<file path="src/hw/rtl/gaa_pkg.sv">
// Shared types, constants and the height classifier for the glyph atlas
// shelf allocator. No dependencies.
package gaa_pkg;

    // Atlas geometry and page budget
    localparam int MAX_PAGES   = 64;
    localparam int PAGE_WIDTH  = 256;
    localparam int PAGE_HEIGHT = 256;
    localparam int NUM_CLASSES = 5;

    // Derived widths
    localparam int CLS_W  = $clog2(NUM_CLASSES);
    localparam int X_W    = $clog2(PAGE_WIDTH + 2);
    localparam int Y_W    = $clog2(PAGE_HEIGHT + 1);
    localparam int PU_W   = $clog2(MAX_PAGES + 1);
    localparam int PG_W   = (MAX_PAGES > 1) ? $clog2(MAX_PAGES) : 1;
    localparam int SUM_W  = $clog2(PAGE_WIDTH + PAGE_HEIGHT + 1024);
    localparam int TALL_W = 8;
    localparam int GW_W   = 9;

    // Request queue between front and back (power of two depth)
    localparam int Q_DEPTH = 2;
    localparam int QA_W    = (Q_DEPTH > 1) ? $clog2(Q_DEPTH) : 1;
    localparam int QC_W    = $clog2(Q_DEPTH + 1);

    // Result status codes
    localparam logic [1:0] ST_PLACED   = 2'd0;
    localparam logic [1:0] ST_TOO_TALL = 2'd1;
    localparam logic [1:0] ST_NO_PAGE  = 2'd2;

    // Height class upper bounds (exclusive)
    localparam logic [8:0] CLASS_LIMIT [NUM_CLASSES] = '{
        9'd16, 9'd32, 9'd64, 9'd128, 9'd256
    };

    typedef struct packed {
        logic [8:0] glyph_width;
        logic [8:0] glyph_height;
    } t_req;

    typedef struct packed {
        logic [1:0] status;
        logic [5:0] page_index;
        logic [7:0] place_x;
        logic [7:0] place_y;
        logic       opened_page;
    } t_res;

    // Classified request as it sits in the queue
    typedef struct packed {
        logic              too_tall;
        logic [CLS_W-1:0]  cls;
        logic [GW_W-1:0]   width;
        logic [TALL_W-1:0] height;
    } t_cmd;

    // Queue head as seen by the back end
    typedef struct packed {
        logic valid;
        t_cmd cmd;
    } t_qhead;

    // Return {found, class index}: first class whose limit exceeds h
    function automatic logic [CLS_W:0] pick_class(input logic [8:0] h);
        logic             found;
        logic [CLS_W-1:0] idx;
        found = 1'b0;
        idx   = '0;
        for (int i = NUM_CLASSES - 1; i >= 0; i--) begin
            if (h < CLASS_LIMIT[i]) begin
                found = 1'b1;
                idx   = CLS_W'(i);
            end
        end
        return {found, idx};
    endfunction

endpackage

</file>
<file path="src/hw/rtl/gaa_front.sv">
// Front end: takes requests and classifies them by glyph height.
// Depends on gaa_pkg.
module gaa_front (
    input  logic         i_valid,
    input  gaa_pkg::t_req i_req,
    input  logic         i_full,
    output logic         o_stall,
    output logic         o_push,
    output gaa_pkg::t_cmd o_cmd
);
    import gaa_pkg::*;

    logic [CLS_W:0] class_pick;

    // Classify height; too tall when no class takes it
    always_comb begin
        class_pick        = pick_class(i_req.glyph_height);
        o_cmd.too_tall    = ~class_pick[CLS_W];
        o_cmd.cls         = class_pick[CLS_W-1:0];
        o_cmd.width       = i_req.glyph_width;
        o_cmd.height      = i_req.glyph_height[TALL_W-1:0];
    end

    // Hold the request while the queue is full
    assign o_stall = i_full;
    assign o_push  = i_valid & ~i_full;

endmodule

</file>
<file path="src/hw/rtl/gaa_queue.sv">
// Small request queue between the front and back ends.
// Depends on gaa_pkg.
module gaa_queue (
    input  logic             i_clk,
    input  logic             i_rst_n,
    input  logic             i_push,
    input  gaa_pkg::t_cmd    i_cmd,
    input  logic             i_pop,
    output logic             o_full,
    output gaa_pkg::t_qhead  o_head
);
    import gaa_pkg::*;

    t_cmd             r_mem [Q_DEPTH];
    logic [QA_W-1:0]  r_wr;
    logic [QA_W-1:0]  r_rd;
    logic [QC_W-1:0]  r_cnt;
    logic             do_pop;

    assign o_full       = (r_cnt == QC_W'(Q_DEPTH));
    assign o_head.valid = (r_cnt != '0);
    assign o_head.cmd   = r_mem[r_rd];
    assign do_pop       = i_pop & o_head.valid;

    // Advance pointers and count
    always_ff @(posedge i_clk) begin
        if (!i_rst_n) begin
            r_wr  <= '0;
            r_rd  <= '0;
            r_cnt <= '0;
        end else begin
            if (i_push) begin
                r_wr <= r_wr + 1'b1;
            end
            if (do_pop) begin
                r_rd <= r_rd + 1'b1;
            end
            case ({i_push, do_pop})
                2'b10:   r_cnt <= r_cnt + 1'b1;
                2'b01:   r_cnt <= r_cnt - 1'b1;
                default: r_cnt <= r_cnt;
            endcase
        end
    end

    // Store request
    always_ff @(posedge i_clk) begin
        if (i_push) begin
            r_mem[r_wr] <= i_cmd;
        end
    end

endmodule

</file>
<file path="src/hw/rtl/gaa_back.sv">
// Back end: per-class shelf cursors, page counter and the result register.
// Depends on gaa_pkg.
module gaa_back (
    input  logic            i_clk,
    input  logic            i_rst_n,
    input  gaa_pkg::t_qhead i_head,
    output logic            o_pop,
    output logic            o_valid,
    input  logic            i_stall,
    output gaa_pkg::t_res   o_res
);
    import gaa_pkg::*;

    logic              r_has   [NUM_CLASSES];
    logic [PG_W-1:0]   r_page  [NUM_CLASSES];
    logic [X_W-1:0]    r_nx    [NUM_CLASSES];
    logic [Y_W-1:0]    r_ny    [NUM_CLASSES];
    logic [TALL_W-1:0] r_tall  [NUM_CLASSES];
    logic [PU_W-1:0]   r_pages_used;
    logic              r_valid;
    t_res              r_res;

    logic              advance;
    logic [CLS_W-1:0]  c;
    logic              has;
    logic [SUM_W-1:0]  sx;
    logic              wrap;
    logic [SUM_W-1:0]  yw;
    logic [TALL_W-1:0] tall1;
    logic [TALL_W-1:0] tall2;
    logic              need_new;
    logic              no_room;
    logic [SUM_W-1:0]  endx;
    logic [SUM_W-1:0]  endx_sat;
    logic              place_ok;
    logic [X_W-1:0]    n_nx;
    logic [Y_W-1:0]    n_ny;
    logic [TALL_W-1:0] n_tall;
    logic [X_W-1:0]    px;
    logic [SUM_W-1:0]  py;
    logic [PG_W-1:0]   pg;
    t_res              n_res;

    assign advance = ~r_valid | ~i_stall;
    assign o_pop   = i_head.valid & advance;
    assign o_valid = r_valid;
    assign o_res   = r_res;

    // Fit the glyph on the class's current line, next line or a fresh page
    always_comb begin
        c        = i_head.cmd.cls;
        has      = r_has[c];
        sx       = SUM_W'(r_nx[c]) + SUM_W'(i_head.cmd.width);
        wrap     = has & (sx > SUM_W'(PAGE_WIDTH));
        yw       = wrap ? SUM_W'(r_ny[c]) + SUM_W'(r_tall[c]) : SUM_W'(r_ny[c]);
        tall1    = wrap ? i_head.cmd.height : r_tall[c];
        tall2    = (i_head.cmd.height > tall1) ? i_head.cmd.height : tall1;
        need_new = ~has | ((yw + SUM_W'(tall2)) > SUM_W'(PAGE_HEIGHT));
        no_room  = r_pages_used >= PU_W'(MAX_PAGES);
        endx     = (need_new | wrap) ? SUM_W'(i_head.cmd.width) : sx;
        endx_sat = (endx + 1'b1 > SUM_W'(PAGE_WIDTH + 1)) ? SUM_W'(PAGE_WIDTH + 1)
                                                         : endx + 1'b1;
        place_ok = ~i_head.cmd.too_tall & ~(need_new & no_room);
        n_nx     = X_W'(endx_sat);
        n_ny     = need_new ? '0 : Y_W'(yw);
        n_tall   = need_new ? i_head.cmd.height : tall2;
        px       = (need_new | wrap) ? '0 : r_nx[c];
        py       = need_new ? '0 : yw;
        pg       = need_new ? PG_W'(r_pages_used) : r_page[c];

        n_res = '0;
        if (i_head.cmd.too_tall) begin
            n_res.status = ST_TOO_TALL;
        end else if (need_new & no_room) begin
            n_res.status = ST_NO_PAGE;
        end else begin
            n_res.status      = ST_PLACED;
            n_res.page_index  = 6'(32'(pg));
            n_res.place_x     = 8'(px);
            n_res.place_y     = 8'(py);
            n_res.opened_page = need_new;
        end
    end

    // Control state: result valid, page ownership, page counter
    always_ff @(posedge i_clk) begin
        if (!i_rst_n) begin
            r_valid      <= 1'b0;
            r_pages_used <= '0;
            for (int i = 0; i < NUM_CLASSES; i++) begin
                r_has[i] <= 1'b0;
            end
        end else begin
            if (advance) begin
                r_valid <= i_head.valid;
            end
            if (o_pop && place_ok && need_new) begin
                r_has[c]     <= 1'b1;
                r_pages_used <= r_pages_used + 1'b1;
            end
        end
    end

    // Cursor payload and result register
    always_ff @(posedge i_clk) begin
        if (o_pop) begin
            r_res <= n_res;
            if (place_ok) begin
                r_nx[c]   <= n_nx;
                r_ny[c]   <= n_ny;
                r_tall[c] <= n_tall;
                if (need_new) begin
                    r_page[c] <= PG_W'(r_pages_used);
                end
            end
        end
    end

endmodule

</file>
<file path="src/hw/rtl/glyph_atlas_shelf_allocator.sv">
// Glyph atlas shelf allocator: one result per request, in request order.
// Requests pass through the queue, then the result register. While results are not
// stalled, throughput is 1 request and one back-end class cursor update per cycle.
// The 2-entry queue absorbs a stalled result so the front keeps taking requests.
// Reset (sync, active low) drops all pages and empties queue and result register.
module glyph_atlas_shelf_allocator (
    input  logic          i_clk,
    input  logic          i_rst_n,
    input  logic          i_valid,
    output logic          o_stall,
    input  gaa_pkg::t_req i_req,
    output logic          o_valid,
    input  logic          i_stall,
    output gaa_pkg::t_res o_res
);
    import gaa_pkg::*;

    logic   push;
    logic   pop;
    logic   full;
    t_cmd   cmd;
    t_qhead head;

    // Classify incoming requests
    gaa_front u_front (
        .i_valid (i_valid),
        .i_req   (i_req),
        .i_full  (full),
        .o_stall (o_stall),
        .o_push  (push),
        .o_cmd   (cmd)
    );

    // Decouple front and back
    gaa_queue u_queue (
        .i_clk   (i_clk),
        .i_rst_n (i_rst_n),
        .i_push  (push),
        .i_cmd   (cmd),
        .i_pop   (pop),
        .o_full  (full),
        .o_head  (head)
    );

    // Place glyphs and drive results
    gaa_back u_back (
        .i_clk   (i_clk),
        .i_rst_n (i_rst_n),
        .i_head  (head),
        .o_pop   (pop),
        .o_valid (o_valid),
        .i_stall (i_stall),
        .o_res   (o_res)
    );

endmodule

</file>
<file path="config.mk">
export PLATFORM = sky130hd
export DESIGN_NAME = glyph_atlas_shelf_allocator
export DESIGN_NICKNAME = d
export VERILOG_FILES = /design/src/hw/rtl/gaa_pkg.sv /design/src/hw/rtl/gaa_front.sv /design/src/hw/rtl/gaa_queue.sv /design/src/hw/rtl/gaa_back.sv /design/src/hw/rtl/glyph_atlas_shelf_allocator.sv
export SDC_FILE = /design/constraint.sdc
export NUM_CORES = 1
export LEC_CHECK = 0
export BUFFER_PORTS_ARGS = -buffer_cell sky130_fd_sc_hd__buf_4
export CORE_MARGIN = 2
export CORE_UTILIZATION = 56
export DETAILED_ROUTE_END_ITERATION = 10
export GPL_TIMING_DRIVEN = 1
export PLACE_DENSITY = 0.8
export SLEW_MARGIN = 20
export SYNTH_ARGS = -nofsm -noshare
export SYNTH_HDL_FRONTEND = slang
export SYNTH_SLANG_ARGS = --single-unit
</file>
<file path="constraint.sdc">
create_clock -name i_clk -period 11.24 [get_ports i_clk]
set_clock_uncertainty 0.1 [all_clocks]
set_input_delay 2.248 -clock i_clk [delete_from_list [all_inputs] [get_ports i_clk]]
set_output_delay 2.248 -clock i_clk [all_outputs]
set_load 0.005 [all_outputs]
</file>
# ---- Word level (Yosys, flattened, before mapping)
# Memory sizes are Yosys's and may differ from the RTL's. A register that Yosys moved wholly into a read port is not among the register bits.
# Index checks and enable logic that the tools add are counted.
dict set report totals {
  ff_bits 31
  latchBits 0
  ram_bits 207
  mem_bits_ro 0
  in_bits 22
  elab_cells 98
  mem_count 6
}
# memory words width read_ports rd_ports_with_merged_regs wr line
set mem_list {}
lappend mem_list {u_back.r_nx 5 9 1 0 1 gaa_back.sv:16} ;# logic [X_W-1:0] r_nx [NUM_CLASSES];
lappend mem_list {u_back.r_ny 5 9 1 0 1 gaa_back.sv:17} ;# logic [Y_W-1:0] r_ny [NUM_CLASSES];
lappend mem_list {u_queue.r_mem 2 21 1 1 1 gaa_queue.sv:14} ;# t_cmd r_mem [Q_DEPTH];
lappend mem_list {u_back.r_tall 5 8 1 0 1 gaa_back.sv:18} ;# logic [TALL_W-1:0] r_tall [NUM_CLASSES];
lappend mem_list {u_back.r_page 5 6 1 1 1 gaa_back.sv:15} ;# logic [PG_W-1:0] r_page [NUM_CLASSES];
lappend mem_list {u_back.r_has 5 1 1 0 5 gaa_back.sv:14} ;# logic r_has [NUM_CLASSES];
dict set report classes {
  addsub 9
  n_mul 0
  div_mod_pow 0
  n_lt_le_gt_ge 10
  eq_ne 3
  shift 0
  n_mux 37
  bitwise_logic 16
  n_reduce_logical 8
}
# op n
set op_table {}
lappend op_table {{$gt A11 B9 Y1 const B} 3}
lappend op_table {{$mux W8} 3}
lappend op_table {{$mux W1} 22}
lappend op_table {{$mux W11} 2}
lappend op_table {{$mux W3} 6}
lappend op_table {{$mux W9} 2}
lappend op_table {{$add A11 B1 Y11 const B} 1}
lappend op_table {{$add A11 B8 Y11} 1}
lappend op_table {{$add A9 B8 Y10} 1}
lappend op_table {{$add A9 B9 Y10} 1}
lappend op_table {{$lt A9 B5 Y1 const B} 1}
lappend op_table {{$lt A9 B6 Y1 const B} 1}
lappend op_table {{$lt A9 B7 Y1 const B} 1}
lappend op_table {{$lt A9 B8 Y1 const B} 1}
lappend op_table {{$lt A9 B9 Y1 const B} 1}
lappend op_table {{$gt A8 B8 Y1} 1}
lappend op_table {{$add A7 B1 Y7 const B} 1}
lappend op_table {{$ge A7 B7 Y1 const B} 1}
lappend op_table {{$not A1 Y1} 7}
lappend op_table {{$and A1 B1 Y1} 6}
lappend op_table {{$reduce_or A3 Y1} 2}
lappend op_table {{$eq A2 B2 Y1 const B} 2}
lappend op_table {{$pmux W2 S2} 1}
lappend op_table {{$reduce_bool A2 Y1} 2}
lappend op_table {{other kinds (9)} 13}

# ---- Longest topological paths before layout
# An unclocked memory read counts as a cell.
dict set report logic_depth {
  word_depth 20
  mapped_depth 53
  depth_no_buf 48
}

# ---- Cells and area by module
# Synthesis repeated with hierarchy kept, for this count alone.
dict set report hier_totals {
  hier_cells 934
  area_unflattened_um2 12134.1
}
# mod instances cells_per_inst area_each_um2 seq_area_each_um2
set modules_own_cells {}
lappend modules_own_cells {gaa_back 1 821 10221.1 5875.6}
lappend modules_own_cells {gaa_queue 1 88 1734.2 1361.3}
lappend modules_own_cells {gaa_front 1 25 178.9 0.0}

# ---- Worst setup path before layout
# No wires, ideal clock.
dict set report synth_timing {
  path_type {reg-to-reg}
  start {register (tool-made name)}
  end {memory u_back.r_nx[0][0] (netlist name), enable pin}
  arrival_ps 10348
  t_required_ps 10698
  path_slack_ps 350
  stages_incl_launch_ff 42
  n_path_buf 6
  path_cell_list {dfxtp_1 -> mux2i_1 -> buf_4 -> buf_1 -> buf_2 -> buf_1 -> mux2i_1 -> o21ai_0 -> nand2_1 -> nand2_1 -> ha_1 -> inv_1 -> fa_1 -> nor2b_2 -> o2111a_1 -> o21ai_0 -> a211oi_4 -> o31ai_4 -> (+6 left out) -> nor2b_1 -> o21a_1 -> o21ai_0 -> nand2b_1 -> a21oi_1 -> o21ai_0 -> o21ai_1 -> mux2_2 -> ha_1 -> or2_2 -> a21o_1 -> a31oi_1 -> xnor2_1 -> or3_1 -> a211o_1 -> buf_2 -> a21o_1 -> nor3_1}
}
# element line
set synth_lines {}
lappend synth_lines {{end: declaration} gaa_back.sv:16}

==> results.md <==
- Status: complete, no violations
- Via/cell ratio: 6.022
- Vias in the first global route: 7684
- Port Buffers: 48
- CP peak stage delay: 0.59 ns
- Syn Nets: 1041
- Setup tns final: 0 ns
- Clk sink count: 248
- Routed len/inst: 19.61 microns
- Yosys cell types: 78
- Largest net degree at the start of global routing: 56
- Tmin final: 10.50 ns
- # setup viols final: 0
- CP Launch Type: register
- Slowest cell on crit path: or4_4
- First drt pass iteration count: 5
- Final nets: 1096
- Worst-path clk slew: 0.06 ns
- Vias: 7997
- Final Util: 0.6530
- Hold crit path type: register to register
- Worst Tran Pin Value: 0.8233 ns
- Fmax: 0.09523 GHz
- GP Congestion: 0.8779
- Syn_area_per_cell: 12.36 sq um
- Ys Warns: 0
- Htree depth: 1
- Resize count post-CTS: 0
- Placed Area: 12800 sq um
- Setup Fix Bufs, Post-CTS: 0
- Period utilisation layout: 0.9342
- Register area share after synthesis: 0.5986
- Endpoints failing hold: 0
- Required time worst endpoint: 11.40 ns
- Clock buffer count from CTS: 27
- Worst-Skew Late Latency: 0.52 ns
- Initial antenna violation count: 0
- First-pass GRT wire length: 40540 microns
- Hold_ws: 0.3459 ns
- N_diodes: 0
- FP Rows: 53
- Core area: 21090 sq um
- Post-synth ARST share: 0
- CTS Hold Buffers Added: 0
- Synth top area share: 0.5638
- Layout cell share with drive strength beyond 1: 0.1719
- Initial core utilization: 0.5733
- Fillcell total: 1515
- Max-slew violation count: 0
- Clk buf depth: 3
- Clock tree from TritonCTS: built
- Crit path kind: register to register
- IO Pins: 49
- Register bit total from synthesis: 248
- Max_cap viols: 0
- GRT Residual Overflow: 0
- RSZ-0062 raised after global routing: false
- Final ANT Viol Nets: 0
- EDFF count, synth: 227
- DRC: 0
- Cell count after synthesis: 978
- Die ar.: 22780 sq um
- DP HPWL: 17560 microns
- Nature of the critical path endpoint: register
- Initial drt markers: 710
- CP max FO: 24
- Cell Area, Synth: 12090 sq um
- Rel. slew slack: 0.4511
- Leading area contributor after synthesis: edfxtp_1
- Die width: 150.9 microns
- Ys flop type: edfxtp_1
- Top delay family on crit path: compound AO/OA/AOI/OAI gates
- Clock Tree Root: clkbuf_16
- Total Routed Length: 26040 microns
- Data arrival, critical path: 10.66 ns
- GRT Total Usage: 0.2311
- CP bufs+invs: 5
- Area Growth Syn to Fin: 13.90%
- Die H: 150.9 microns
- Post-route cell area: 13770 sq um
- Synth top area cells: edfxtp_1, mux2i_1, ha_1
[state kept, by name, indices dropped and copies added (netlist names), named ones only]
| signal | flops |
|---|---|
| u_back.r_nx | 45 |
| u_queue.r_rd | 1 |
| u_back.r_has | 8 |
| u_queue.r_mem | 42 |
| u_back.r_ny | 45 |
| u_back.r_pages_used | 7 |
| u_back.o_res | 25 |
| u_queue.r_cnt | 2 |
| u_back.r_tall | 40 |
| u_queue.r_wr | 1 |
| u_back.r_page | 30 |
| u_back.o_valid | 1 |
[final timing paths]
path	start	endpoint	slack [ns]	cells past startpoint
worst max-delay path	register	u_back.r_nx[2][1]	0.74	44
worst min-delay path	u_back.r_has[7]	u_back.r_has[7]	0.35	1
worst max register to register	register	u_back.r_nx[2][1]	0.74	44
worst min register to register	u_back.r_has[7]	u_back.r_has[7]	0.35	1
[kinds of logic (layout without fill, tap and decap cells)]
group,after synthesis,count (layout),share of synthesized area
buffers and inverters,94,169,0.03136
and+or+nand+nor,283,283,0.1128
DFF,248,248,0.5986
AOI/OAI and AO/OA,198,198,0.1178
adders and majority gates,41,41,0.04429
xor gates and xnor gates,33,33,0.02453
muxes,81,81,0.07068
[worst reg2reg max path: cells and delay by family (launching register included)]
| family | cells | cell delay (ns) |
|---|---|---|
| compound gates | 21 | 4.52 |
| simple gates | 10 | 1.89 |
| mux | 3 | 1.23 |
| fa+ha+maj | 4 | 1.05 |
| buf+inv | 5 | 0.73 |
| flops | 1 | 0.53 |
| xor+xnor | 1 | 0.18 |
[stage by stage]
step | cells | setup slack (ns)
after floorplan | 978 | 0.3500
after CTS | 1328 | 0.5934
after global routing | 1328 | 0.01298
after global placement | 1279 | 0.7758
after detailed placement | 1279 | 0.6341
final | 1328 | 0.7394
[cells in the mapped netlist, types with 10 or more instances]
cell type	number
inv_1	53
dfxtp_1	21
o21a_1	12
a21oi_1	55
o21ai_0	28
ha_1	38
xnor2_1	23
edfxtp_1	227
a221oi_1	14
a21o_1	10
clkbuf_1	25
and3_1	11
nor3_1	21
mux2i_1	50
and2_1	13
nand2b_1	14
mux2_2	28
nand2_1	57
nand3_1	15
nor2_1	108
[layer usage]
metal,vias up,share of wire,track usage
met5,-,0,0
met4,0,0.024,0.07009
met3,54,0.080,0.04608
met2,325,0.49,0.3900
met1,3842,0.41,0.3045
li1,3776,-,-
[cells in the final DEF (no fill, tap or decap), drive strengths merged, types with 9 or more instances in the layout]
cell type / netlist / final
buf: 16 / 67
a21oi: 61 / 61
a221oi: 15 / 15
nor3: 25 / 25
xor2: 10 / 10
inv: 53 / 55
edfxtp: 227 / 227
nand3: 15 / 15
nand2: 57 / 57
and3: 11 / 11
nor2b: 11 / 11
o21ai: 32 / 32
nor2: 108 / 108
o21a: 12 / 12
xnor2: 23 / 23
ha: 38 / 38
and2: 14 / 14
dfxtp: 21 / 21
clkbuf: 25 / 34
nand2b: 14 / 14
a21o: 10 / 10
mux2: 29 / 29
o22ai: 9 / 9
mux2i: 52 / 52
[area by class of cell]
class | count | area (sq um) | area share
timing repair buffer | 67 | 503.0 | 0.03653
sequential | 248 | 7238 | 0.5256
clock buffer | 34 | 752.0 | 0.05461
inverter | 53 | 198.9 | 0.01445
tap | 275 | 344.1 | 0.02499
multi-input combinational | 636 | 4519 | 0.3282
clock inverter | 15 | 215.2 | 0.01563
Power is not shown: default switching activity piles up to over one toggle a cycle in this logic, so the estimate is an artifact.
